<file path="config.mk">
export PLATFORM = sky130hd
export DESIGN_NAME = triac_phase_angle_dimmer
export DESIGN_NICKNAME = d
export VERILOG_FILES = /design/src/sv/tdim_pkg.sv /design/src/sv/tdim_ramp.sv /design/src/sv/tdim_zc.sv /design/src/sv/triac_phase_angle_dimmer.sv
export VERILOG_INCLUDE_DIRS = /design/src /design/src/sv
export SDC_FILE = /design/constraint.sdc
export NUM_CORES = 1
export LEC_CHECK = 0
export BUFFER_PORTS_ARGS = -buffer_cell sky130_fd_sc_hd__buf_2
export CORE_AREA = 2 2 180 182
export DETAILED_ROUTE_END_ITERATION = 6
export DIE_AREA = 0 0 182 184
export GPL_ROUTABILITY_DRIVEN = 1
export PLACE_DENSITY = 0.87
export SETUP_SLACK_MARGIN = 0.2
export SKIP_CTS_REPAIR_TIMING = 1
export SYNTH_ARGS = -nofsm -noshare
export SYNTH_HDL_FRONTEND = slang
export SYNTH_SLANG_ARGS = --single-unit
</file>
<file path="constraint.sdc">
create_clock -name i_clk -period 16.87 [get_ports i_clk]
set_input_delay 2.5305 -clock i_clk [delete_from_list [all_inputs] [get_ports i_clk]]
set_output_delay 2.5305 -clock i_clk [all_outputs]
set_load 0.03 [all_outputs]
</file>
<file path="src/sv/assert_macros.svh">
// ----------------------------------------------------------------------------
// assert_macros.svh
// Concurrent assertion wrappers, compiled out for synthesis.
// ----------------------------------------------------------------------------
`ifndef ASSERT_MACROS_SVH
`define ASSERT_MACROS_SVH

`ifndef SYNTHESIS

// Checked on every clock edge outside reset.
`define TDIM_ASSERT(lbl, clk, rst_n, prop, msg) \
    lbl: assert property (@(posedge clk) disable iff (!rst_n) prop) else $error(msg);

// Checked on every clock edge, reset included.
`define TDIM_ASSERT_ALWAYS(lbl, clk, prop, msg) \
    lbl: assert property (@(posedge clk) prop) else $error(msg);

`else

`define TDIM_ASSERT(lbl, clk, rst_n, prop, msg)
`define TDIM_ASSERT_ALWAYS(lbl, clk, prop, msg)

`endif

`endif

</file>
<file path="src/sv/tdim_pkg.sv">
// ----------------------------------------------------------------------------
// tdim_pkg
// Shared widths, codes, reset values and types of the triac dimmer.
// ----------------------------------------------------------------------------
package tdim_pkg;

    localparam int unsigned TRIG_W      = 16;
    localparam int unsigned DEB_W       = 8;
    localparam int unsigned PER_W       = 16;
    localparam int unsigned GAIN_W      = 24;
    localparam int unsigned POS_W       = PER_W + 1;
    localparam int unsigned TRI_W       = PER_W;
    localparam int unsigned PROD_W      = TRI_W + GAIN_W;
    localparam int unsigned Q_SHIFT     = 16;
    localparam int unsigned SCALED_W    = PROD_W - Q_SHIFT;
    localparam int unsigned OUT_DELAY_W = 17;
    localparam int unsigned PHASE_W     = 2;
    localparam int unsigned CFG_IDX_W   = 2;
    localparam int unsigned CFG_W       = 24;
    localparam int unsigned IN_DATA_W   = 8;
    localparam int unsigned OUT_DATA_W  = 24;

    localparam logic [PHASE_W-1:0] PH_ARMED = 2'd0;
    localparam logic [PHASE_W-1:0] PH_CHECK = 2'd1;
    localparam logic [PHASE_W-1:0] PH_DELAY = 2'd2;
    localparam logic [PHASE_W-1:0] PH_FIRE  = 2'd3;

    localparam logic [CFG_IDX_W-1:0] CFG_TRIGGER  = 2'd0;
    localparam logic [CFG_IDX_W-1:0] CFG_DEBOUNCE = 2'd1;
    localparam logic [CFG_IDX_W-1:0] CFG_PERIOD   = 2'd2;
    localparam logic [CFG_IDX_W-1:0] CFG_GAIN     = 2'd3;

    localparam logic [TRIG_W-1:0] TRIGGER_RST  = 16'd800;
    localparam logic [DEB_W-1:0]  DEBOUNCE_RST = 8'd50;
    localparam logic [PER_W-1:0]  PERIOD_RST   = 16'd10000;
    localparam logic [GAIN_W-1:0] GAIN_RST     = 24'd413401;

    localparam logic KIND_TIMER = 1'b0;

    typedef struct packed {
        logic [TRIG_W-1:0] trigger_ticks;
        logic [DEB_W-1:0]  debounce_samples;
    } t_zc_cfg;

    typedef struct packed {
        logic [PER_W-1:0]  period;
        logic [GAIN_W-1:0] gain;
    } t_ramp_cfg;

    typedef struct packed {
        logic [PHASE_W-1:0] phase;
        logic               marker;
    } t_zc_stat;

endpackage

</file>
<file path="src/sv/tdim_ramp.sv">
// ----------------------------------------------------------------------------
// tdim_ramp
// Triangle brightness ramp and Q16 scaling of the firing delay.
// ----------------------------------------------------------------------------
`include "assert_macros.svh"

module tdim_ramp
    import tdim_pkg::*;
#(
    parameter int unsigned DELAY_WIDTH = 17
) (
    input  logic                   i_clk,
    input  logic                   i_rst_n,
    input  logic                   i_en,
    input  t_ramp_cfg              i_cfg,
    output logic [DELAY_WIDTH-1:0] o_delay,
    output logic [DELAY_WIDTH-1:0] o_delay_nxt
);

    logic [POS_W-1:0]       r_pos;
    logic [POS_W-1:0]       n_pos;
    logic [DELAY_WIDTH-1:0] r_delay;
    logic [DELAY_WIDTH-1:0] n_delay;

    logic [POS_W-1:0]       w_two;
    logic [POS_W-1:0]       w_diff;
    logic                   w_wrap;
    logic                   w_rising;
    logic [TRI_W-1:0]       w_tri;
    logic [PROD_W-1:0]      w_prod;
    logic [SCALED_W-1:0]    w_scaled;
    logic [DELAY_WIDTH-1:0] w_sat;

    assign w_two    = {i_cfg.period, 1'b0};
    assign w_diff   = w_two - r_pos;
    assign w_wrap   = r_pos >= w_two;
    assign w_rising = r_pos < {1'b0, i_cfg.period};
    assign w_tri    = w_rising ? r_pos[TRI_W-1:0] : w_diff[TRI_W-1:0];
    assign w_prod   = w_tri * i_cfg.gain;
    assign w_scaled = w_prod[PROD_W-1:Q_SHIFT];

    generate
        if (DELAY_WIDTH >= SCALED_W) begin : g_nosat
            assign w_sat = DELAY_WIDTH'(w_scaled);
        end else begin : g_sat
            assign w_sat = (|w_scaled[SCALED_W-1:DELAY_WIDTH]) ? '1
                                                               : w_scaled[DELAY_WIDTH-1:0];
        end
    endgenerate

    always_comb begin
        n_pos   = r_pos;
        n_delay = r_delay;
        if (i_en) begin
            if (w_wrap) begin
                n_pos = POS_W'(1);
            end else begin
                n_pos   = r_pos + POS_W'(1);
                n_delay = w_sat;
            end
        end
    end

    always_ff @(posedge i_clk) begin
        if (!i_rst_n) begin
            r_pos   <= '0;
            r_delay <= '0;
        end else begin
            r_pos   <= n_pos;
            r_delay <= n_delay;
        end
    end

    assign o_delay     = r_delay;
    assign o_delay_nxt = n_delay;

    `TDIM_ASSERT(a_ramp_wrap, i_clk, i_rst_n, i_en && w_wrap |=> r_pos == POS_W'(1), "ramp did not restart")

endmodule

</file>
<file path="src/sv/tdim_zc.sv">
// ----------------------------------------------------------------------------
// tdim_zc
// Zero-cross debounce, firing delay countdown and gate pulse sequencer.
// ----------------------------------------------------------------------------
`include "assert_macros.svh"

module tdim_zc
    import tdim_pkg::*;
#(
    parameter int unsigned DELAY_WIDTH = 17
) (
    input  logic                   i_clk,
    input  logic                   i_rst_n,
    input  logic                   i_en,
    input  logic                   i_lvl,
    input  t_zc_cfg                i_cfg,
    input  logic [DELAY_WIDTH-1:0] i_firing_delay,
    output t_zc_stat               o_stat_nxt
);

    localparam int unsigned CNT_W = (DELAY_WIDTH > TRIG_W) ? DELAY_WIDTH : TRIG_W;

    logic [PHASE_W-1:0] r_phase;
    logic [PHASE_W-1:0] n_phase;
    logic               r_ref;
    logic               n_ref;
    logic [DEB_W-1:0]   r_stable;
    logic [DEB_W-1:0]   n_stable;
    logic [CNT_W-1:0]   r_cnt;
    logic [CNT_W-1:0]   n_cnt;
    logic               r_marker;
    logic               n_marker;

    logic [DEB_W-1:0]   w_stable_inc;
    logic               w_cnt_zero;
    logic               w_cnt_last;

    assign w_stable_inc = r_stable + DEB_W'(1);
    assign w_cnt_zero   = r_cnt == '0;
    assign w_cnt_last   = r_cnt[CNT_W-1:1] == '0;

    always_comb begin
        n_phase  = r_phase;
        n_ref    = r_ref;
        n_stable = r_stable;
        n_cnt    = r_cnt;
        n_marker = r_marker;
        if (i_en) begin
            unique case (r_phase)
                PH_ARMED: begin
                    if (i_lvl != r_ref) begin
                        n_ref    = i_lvl;
                        n_stable = '0;
                        n_phase  = PH_CHECK;
                    end
                end
                PH_CHECK: begin
                    if (i_lvl != r_ref) begin
                        n_ref   = i_lvl;
                        n_phase = PH_ARMED;
                    end else begin
                        n_stable = w_stable_inc;
                        if (w_stable_inc >= i_cfg.debounce_samples) begin
                            n_marker = ~r_marker;
                            n_cnt    = CNT_W'(i_firing_delay);
                            n_phase  = PH_DELAY;
                        end
                    end
                end
                PH_DELAY: begin
                    if (w_cnt_zero) begin
                        n_cnt   = CNT_W'(i_cfg.trigger_ticks);
                        n_phase = PH_FIRE;
                    end else begin
                        n_cnt = r_cnt - CNT_W'(1);
                    end
                end
                PH_FIRE: begin
                    if (w_cnt_last) begin
                        n_cnt   = '0;
                        n_ref   = i_lvl;
                        n_phase = PH_ARMED;
                    end else begin
                        n_cnt = r_cnt - CNT_W'(1);
                    end
                end
                default: begin
                    n_phase = PH_ARMED;
                end
            endcase
        end
    end

    always_ff @(posedge i_clk) begin
        if (!i_rst_n) begin
            r_phase  <= PH_ARMED;
            r_ref    <= 1'b0;
            r_stable <= '0;
            r_cnt    <= '0;
            r_marker <= 1'b0;
        end else begin
            r_phase  <= n_phase;
            r_ref    <= n_ref;
            r_stable <= n_stable;
            r_cnt    <= n_cnt;
            r_marker <= n_marker;
        end
    end

    assign o_stat_nxt.phase  = n_phase;
    assign o_stat_nxt.marker = n_marker;

    // glitch during debounce drops back to armed
    `TDIM_ASSERT(a_zc_glitch, i_clk, i_rst_n, i_en && r_phase == PH_CHECK && i_lvl != r_ref |=> r_phase == PH_ARMED, "debounce glitch not rejected")
    // marker moves only on an accepted crossing
    `TDIM_ASSERT(a_zc_marker, i_clk, i_rst_n, $past(i_rst_n) && r_marker != $past(r_marker) |-> r_phase == PH_DELAY, "marker toggled outside crossing accept")

endmodule

</file>
<file path="src/sv/triac_phase_angle_dimmer.sv">
// ----------------------------------------------------------------------------
// triac_phase_angle_dimmer
// Pipeline: a taken request is held in the input register, then its result is
//   loaded into the result register, which drives the master side.
// Throughput: one request per cycle unless the master side stalls; the ramp
//   multiply and the phase update fit in the single stage between the two registers.
// Reset: synchronous, active low; clears the phase state, ramp and the valid
//   flags of both pipeline registers and restores the configuration defaults.
// ----------------------------------------------------------------------------
`include "assert_macros.svh"

module triac_phase_angle_dimmer
    import tdim_pkg::*;
#(
    parameter int unsigned DELAY_WIDTH = 17
) (
    input  logic                  i_clk,
    input  logic                  i_rst_n,

    input  logic                  i_cfg_wr_en,
    input  logic [CFG_IDX_W-1:0]  i_cfg_index,
    input  logic [CFG_W-1:0]      i_cfg_data,

    input  logic                  s_axis_tvalid,
    output logic                  s_axis_tready,
    input  logic [IN_DATA_W-1:0]  s_axis_tdata,   // [0] zero_cross_level
    input  logic [0:0]            s_axis_tuser,   // [0] kind

    output logic                  m_axis_tvalid,
    input  logic                  m_axis_tready,
    output logic [OUT_DATA_W-1:0] m_axis_tdata    // [0] triac_gate, [1] crossing_marker,
                                                  // [18:2] current_delay, [20:19] phase_code
);

    logic [TRIG_W-1:0]      r_trigger;
    logic [DEB_W-1:0]       r_debounce;
    logic [PER_W-1:0]       r_period;
    logic [GAIN_W-1:0]      r_gain;

    logic                   r_in_valid;
    logic                   r_in_kind;
    logic                   r_in_lvl;
    logic                   r_out_valid;
    logic [OUT_DATA_W-1:0]  r_out_data;

    logic                   w_advance;
    logic                   w_timer_en;
    logic                   w_ramp_en;
    t_zc_cfg                w_zc_cfg;
    t_ramp_cfg              w_ramp_cfg;
    t_zc_stat               w_stat_nxt;
    logic [DELAY_WIDTH-1:0] w_delay;
    logic [DELAY_WIDTH-1:0] w_delay_nxt;
    logic [OUT_DELAY_W-1:0] w_delay_out;
    logic                   w_gate;

    always_ff @(posedge i_clk) begin
        if (!i_rst_n) begin
            r_trigger  <= TRIGGER_RST;
            r_debounce <= DEBOUNCE_RST;
            r_period   <= PERIOD_RST;
            r_gain     <= GAIN_RST;
        end else if (i_cfg_wr_en) begin
            unique case (i_cfg_index)
                CFG_TRIGGER:  r_trigger  <= i_cfg_data[TRIG_W-1:0];
                CFG_DEBOUNCE: r_debounce <= i_cfg_data[DEB_W-1:0];
                CFG_PERIOD:   r_period   <= i_cfg_data[PER_W-1:0];
                CFG_GAIN:     r_gain     <= i_cfg_data[GAIN_W-1:0];
                default:      r_gain     <= r_gain;
            endcase
        end
    end

    assign w_advance     = r_in_valid && (!r_out_valid || m_axis_tready);
    assign s_axis_tready = !r_in_valid || w_advance;
    assign w_timer_en    = w_advance && (r_in_kind == KIND_TIMER);
    assign w_ramp_en     = w_advance && (r_in_kind != KIND_TIMER);

    always_ff @(posedge i_clk) begin
        if (!i_rst_n) begin
            r_in_valid <= 1'b0;
        end else if (s_axis_tready) begin
            r_in_valid <= s_axis_tvalid;
        end
    end

    always_ff @(posedge i_clk) begin
        if (s_axis_tready && s_axis_tvalid) begin
            r_in_kind <= s_axis_tuser[0];
            r_in_lvl  <= s_axis_tdata[0];
        end
    end

    assign w_zc_cfg.trigger_ticks    = r_trigger;
    assign w_zc_cfg.debounce_samples = r_debounce;
    assign w_ramp_cfg.period         = r_period;
    assign w_ramp_cfg.gain           = r_gain;

    tdim_ramp #(
        .DELAY_WIDTH (DELAY_WIDTH)
    ) u_ramp (
        .i_clk       (i_clk),
        .i_rst_n     (i_rst_n),
        .i_en        (w_ramp_en),
        .i_cfg       (w_ramp_cfg),
        .o_delay     (w_delay),
        .o_delay_nxt (w_delay_nxt)
    );

    tdim_zc #(
        .DELAY_WIDTH (DELAY_WIDTH)
    ) u_zc (
        .i_clk          (i_clk),
        .i_rst_n        (i_rst_n),
        .i_en           (w_timer_en),
        .i_lvl          (r_in_lvl),
        .i_cfg          (w_zc_cfg),
        .i_firing_delay (w_delay),
        .o_stat_nxt     (w_stat_nxt)
    );

    assign w_delay_out = OUT_DELAY_W'(w_delay_nxt);
    assign w_gate      = w_stat_nxt.phase == PH_FIRE;

    always_ff @(posedge i_clk) begin
        if (!i_rst_n) begin
            r_out_valid <= 1'b0;
        end else if (w_advance) begin
            r_out_valid <= 1'b1;
        end else if (m_axis_tready) begin
            r_out_valid <= 1'b0;
        end
    end

    always_ff @(posedge i_clk) begin
        if (w_advance) begin
            r_out_data <= OUT_DATA_W'({w_stat_nxt.phase, w_delay_out,
                                       w_stat_nxt.marker, w_gate});
        end
    end

    assign m_axis_tvalid = r_out_valid;
    assign m_axis_tdata  = r_out_data;

    // input side stalls only with both registers full and the sink stalled
    `TDIM_ASSERT(a_top_stall, i_clk, i_rst_n, !s_axis_tready |-> r_in_valid && r_out_valid && !m_axis_tready, "request refused without backpressure")

endmodule
</file>
---- After elaboration in Yosys (flattened, before gate mapping) ----
Index checks and enable logic that the tools add are counted.
word-level totals
  bits in registers ....................... 152
  output and inout bits ................... 26
  input port bits ......................... 40
  word-level logic and storage cells ...... 93
cells by class
  eq/ne operators ......................... 13
  reduce and logical (&&, ||, !) cells .... 25
  bitwise logic cells ..................... 2
  multiply operators ...................... 1
  muxes and demuxes ....................... 29
  $lt $le $gt $ge ......................... 3
  $add $sub $neg .......................... 4
operators with widths
  cell                   count
  $mux 17                8
  $pmux 17 s3            1
  $mul 16x24->40         1
  $add 17x1->17 const B  1
  $ge 17x17->1           1
  $logic_not 17->1       1
  $lt 17x16->1           1
  $sub 17x1->17 const B  1
  $logic_not 16->1       1
  $mux 16                1
  $mux 8                 2
  $pmux 8 s2             1
  $sub 16x16->16         1
  $mux 2                 6
  $reduce_and 4->1       3
  $eq 2x2->1 const B     5
  $add 8x1->8 const B    1
  $ge 8x8->1             1
  $mux 1                 8
  $ne 2x1->1 const B     4
  $pmux 2 s4             1
  $reduce_and 2->1       4
  $reduce_or 7->1        1
  $reduce_bool 2->1      3
  other kinds (11)       19

---- Logic depth before layout (Yosys ltp) ----
  word-level depth ........................ 7
  gate-level depth with buffers ........... 39
  mapped depth without buffers ............ 35

---- Hierarchy ----
From an unflattened synthesis, not the netlist that was laid out.
second synthesis, totals
  cells, all modules ...................... 2493
  area, all modules ....................... 21287.9 µm²
by module, submodules not included
  module                    seq. area each (µm²)  area an instance (µm²)  instances  cells each
  tdim_ramp                 680.7                 15686.3                 1          1899
  triac_phase_angle_dimmer  2011.9                3343.2                  1          298
  tdim_zc                   580.6                 2258.4                  1          296

---- Worst setup path before layout ----
OpenSTA, ideal clock, no wires.
  path kind ............................... reg2reg
  start ................................... register u_ramp.r_pos[0]
  end ..................................... register r_out_data[17], in the netlist m_axis_tdata[17] (data pin)
  buffers on the path ..................... 4
  stages on the path, launching flop included .. 37
  clock period less this slack ............ 9.398 ns
  data required time ...................... 16.607 ns
  setup time .............................. 0.263 ns
  setup slack ............................. 7.472 ns
  arrival ................................. 9.136 ns
  cell sequence ........................... dfxtp_1 clkbuf_1 inv_1 fa_1 a21o_1 a21oi_1 o21ai_0 a21oi_1 o21ai_0 a211oi_1 o21bai_1 a21oi_1 xnor2_1 clkbuf_1 o211ai_1 fa_1 inv_1 fa_1 fa_1 fa_1 fa_1 inv_1 fa_1 inv_1 ha_1 buf_2 a21oi_2 a21boi_1 a311o_1 a22o_1 or3_1 o21ai_2 a21oi_1 or3_4 a2111oi_4 buf_6 a21oi_1
on the way
  word-level cells in the longest chain between the ends .. 7
  elaborated cells on any way between the ends .. 9
  those cells by class .................... 1 x add/sub; 1 x mul; 2 x order compare; 4 x mux; 1 x reduce/logical
RTL lines
  item                                                   RTL line                          source
  start: declaration                                     tdim_ramp.sv:20                   logic [POS_W-1:0] r_pos;
  start signal: assignment                               tdim_ramp.sv:69                   r_pos <= n_pos;
  $sub 16x16->16 / $lt 17x16->1 (equally long branches)  tdim_ramp.sv:35, tdim_ramp.sv:37
  $mux 16                                                tdim_ramp.sv:38                   assign w_tri = w_rising ? r_pos[TRI_W-1:0] : w_diff[TRI_W-1:0];
  $mul 16x24->40                                         tdim_ramp.sv:39                   assign w_prod = w_tri * i_cfg.gain;
  $reduce_or 7->1                                        tdim_ramp.sv:46                   assign w_sat = (|w_scaled[SCALED_W-1:DELAY_WIDTH]) ? '1
  $mux 17                                                tdim_ramp.sv:46
  $mux 17 *                                              tdim_ramp.sv:55                   if (w_wrap) begin
  $mux 17 *                                              tdim_ramp.sv:54                   if (i_en) begin
  via u_ramp.o_delay_nxt[15]                             tdim_ramp.sv:17                   output logic [DELAY_WIDTH-1:0] o_delay_nxt
  end signal: assignment                                 triac_phase_angle_dimmer.sv:137   r_out_data <= OUT_DATA_W'({w_stat_nxt.phase, w_delay_out,
  end: declaration                                       triac_phase_angle_dimmer.sv:44    logic [OUT_DATA_W-1:0] r_out_data;
Mark *: on every way through the listed nets, which the timed path passes. The rest lies on a longest branch.
A chain may end at the register's enable or synchronous reset.

---- Final worst setup path ----
  start ................................... register u_ramp.r_pos[7]
  end ..................................... register r_out_data[13], in the netlist m_axis_tdata[13] (data pin)
Same word-level chain as after synthesis.

==> results.toml <==
[yosys]
async_flop_share_pct = 0
synth_cells = 2635
synth.largest_area_cell = "fa_1"
synthesized_area_per_cell_sq_um = 8.28
yosysSeqAreaShare_pct = 15.0
top_cells_by_instance_count_after_synthesis = "inv_1, nand2_1, fa_1"
mappedNetlistArea_sq_um = 21800
synth.lib_cells_used.distinct = 83
top_cells_by_area_synth = "fa_1, dfxtp_1, ha_1, inv_1, nand2_1"
yosys_warnings = 0
postSynthRegisterBits = 152
yosysTopAreaCellShare_pct = 28.1
synth_edf_count = 23
yosys.cell_count.top_type = "inv_1"
most_used_dff_post_synth = "dfxtp_1"

[min_path]
holdCritPathClass = "reg2reg"
hp-start = "r_period[15]$_SDFFE_PN0P_"

[clock_tree]
htree_num_levels = 4
cell_at_the_root_of_the_clock_tree = "clkbuf_16"
clk_pin_slew_worst_paths_ns = 0.06
clock_insertion_delay_at_the_later_pin_of_the_skew_report_ns = 0.43
cts_inserted_buffers = 17
cts_tree = "built"
clk_path_buf_depth = 2
cts_num_sinks = 152

[power_and_ir_drop]
switchingPower_w = 0.000264
sequential_share_of_power_pct = 45.9
p_clk_share_pct = 40.1
p_sw_share_pct = 30.4
share_comb_of_total_power_pct = 14.0
vdd_drop_max_mv = 0.0775
p_leak_nw = 10.5
internal-power_w = 0.000604
pwr_density_cell_nw_per_um2 = 38.0
tot_pwr_w = 0.000868

[die]
die_height_um = 184
die-width_um = 182
design.core.area_sq_um = 31400
die_area_sq_um = 33500
start_util_pct = 69.5
core.rowCount = 65
floorplan.io_pins = 66

[critical_path]
cp_top_family = "adder cells"
critical_path_endpoint_category = "register"
startpoint = "u_ramp.r_pos[7]$_SDFFE_PN0P_"
cp_data_required_time_ns = 17.03
cpMostUsedCell = "fa_1"
timing.critical_path.slowest_cell_delay_ns = 0.78
worstSetupPathType = "reg2reg"
crit_buf_inv = 8
worst_path_max_fanout = 104
cpMaxStageDelayCell = "buf_4"
startpoint_type = "register"
arrival_ns = 10.86
r2r_start = "u_ramp.r_pos[7]$_SDFFE_PN0P_"

[route]
drt-total-wl_mm = 63.5
vias = 19586
drc = 0
routedWlPerCell_um = 21.2
detail-route-antenna-nets = 0
drt_pass1_iterations = 7
drt_iter0_markers = 2372
routed_via_density = 6.52

[placed_design]
io_buffer_count = 55
dpl_cell_area_sq_um = 22300
post-dp-hpwl_mm = 47.6
gp_congestion = 0.957

[global_route]
grt-ovfl-total = 0
initial_antenna_violation_count = 1
grt_usage_pct = 39.3
grt_first_pass_wirelength_mm = 103
grt_max_degree = 105
grt_pass1_vias = 19970

[final_layout]
share_of_layout_cells_above_drive_strength_1_pct = 6.23
syn2layout_area_growth_pct = 4.71
fin_nets = 3099
final_instance_area_sq_um = 22800
finalCoreUtilization_pct = 72.8

[flow_run]
maxCapViolations = 0

[timing]
timing.setup.tns_ns = 0
final.min_clock_period_ns = 10.70
timing_hold_violations_final = 0
tightestPinTransition_ns = 1.39
maxSlewViolCount = 0
unrepaired_setup_endpoints_after_global_routing = "false"
slew-limit-headroom_pct = 6.92
fmax_mhz = 93.5
clock_skew_ns = 0.00805
finalSetupViolations = 0
period_share_pct = 63.4

[status]
status = "finished clean"
## cell families (layout without fill, tap and decap cells)
kind of cell	count (synthesis)	after routing	synth area share [%]
XOR/XNOR	44	44	1.77
multiplexers	35	35	1.67
adder cells (fa/ha/maj)	472	472	37.6
flip-flops	152	152	15.0
AO/OA/AOI/OAI	488	488	15.5
AND/OR/NAND/NOR	849	849	18.0
buffers and inverters	594	557	10.4
other	1	4	0.0172
## worst min-delay path, stage by stage (launching register included)
cell and delay [ns]:
dfxtp_1 0.31, nand2_1 0.06, a21oi_1 0.06
## routing by layer
metal  vias to the layer above  track usage, %  wire length [um]
met4                         0            20.9              3940
met2                      1287            63.0             29300
met1                      9434            48.9             22900
met3                       331            10.4              7340
li1                       8534               -                 -
met5                         -               0                 0
## final timing paths
| kind | end | slack (ns) | cells past startpoint |
|---|---|---|---|
| max | m_axis_tdata[13]$_DFFE_PP_ | 6.17 | 34 |
| min reg2reg | r_period[15]$_SDFFE_PN0P_ | 0.47 | 2 |
| min | r_period[15]$_SDFFE_PN0P_ | 0.47 | 2 |
| max reg2reg | m_axis_tdata[13]$_DFFE_PP_ | 6.17 | 34 |
## registers in the layout, summed over array words and instances (netlist names)
signal / cells
r_in_lvl: 1
r_trigger: 16
u_zc.r_ref: 1
u_zc.r_phase: 2
r_in_valid: 1
r_in_kind: 1
u_zc.r_marker: 1
u_ramp.o_delay: 17
m_axis_tvalid: 1
u_ramp.r_pos: 17
u_zc.r_cnt: 17
m_axis_tdata: 21
r_gain: 24
r_debounce: 8
u_zc.r_stable: 8
r_period: 16
## layout by cell type (no fill, tap or decap), types with 11 or more instances in the layout
| cell | n |
|---|---|
| fa_1 | 306 |
| inv_1 | 431 |
| a311o_1 | 21 |
| nand2b_1 | 11 |
| buf_4 | 38 |
| dfxtp_1 | 129 |
| o21a_1 | 17 |
| xor2_1 | 13 |
| mux2i_1 | 33 |
| nand2_1 | 385 |
| a21oi_1 | 142 |
| clkbuf_16 | 17 |
| a211oi_1 | 48 |
| o21bai_1 | 11 |
| buf_2 | 55 |
| o21ai_0 | 48 |
| or3_1 | 33 |
| ha_1 | 165 |
| xnor2_1 | 29 |
| a31oi_1 | 12 |
| o211ai_1 | 31 |
| nand4_1 | 33 |
| edfxtp_1 | 23 |
| nor3_1 | 35 |
| and2_1 | 94 |
| and3_1 | 19 |
| nor4_1 | 30 |
| o211a_1 | 16 |
| nor2_1 | 145 |
| nand3_1 | 32 |
| a21o_1 | 34 |
## power groups by stage
| stage | registers (W) | clock network (W) | logic, W |
|---|---|---|---|
| final | 0.000399 | 0.000348 | 0.000121 |
| after global routing | 0.000399 | 0.000366 | 0.000130 |
| after CTS | 0.000397 | 0.000347 | 0.000117 |
| after detailed placement | 0.000404 | 0 | 0.000116 |
| after global placement | 0.000404 | 0 | 0.000112 |
| after floorplan | 0.000400 | 0 | 0.0000770 |
## layout make-up
| type | count | area (sq um) |
|---|---|---|
| multi-input combinational | 1891 | 16400 |
| fill | 2264 | 8550 |
| sequential | 152 | 3270 |
| inverter | 432 | 1620 |
| timing repair buffer | 93 | 561 |
| tap | 402 | 503 |
| clock buffer | 21 | 440 |
| clock inverter | 11 | 77.6 |
| antenna | 1 | 2.50 |
## metrics by stage
step	worst slack (ns)	cells	hold slack (ns)
after global routing	5.65	3002	0.497
final	6.17	3003	0.474
after floorplan	7.47	2637	0.432
after detailed placement	6.38	2970	0.465
after CTS	6.32	3002	0.475
after global placement	6.49	2970	0.453
(Power assumes the default switching activity.)
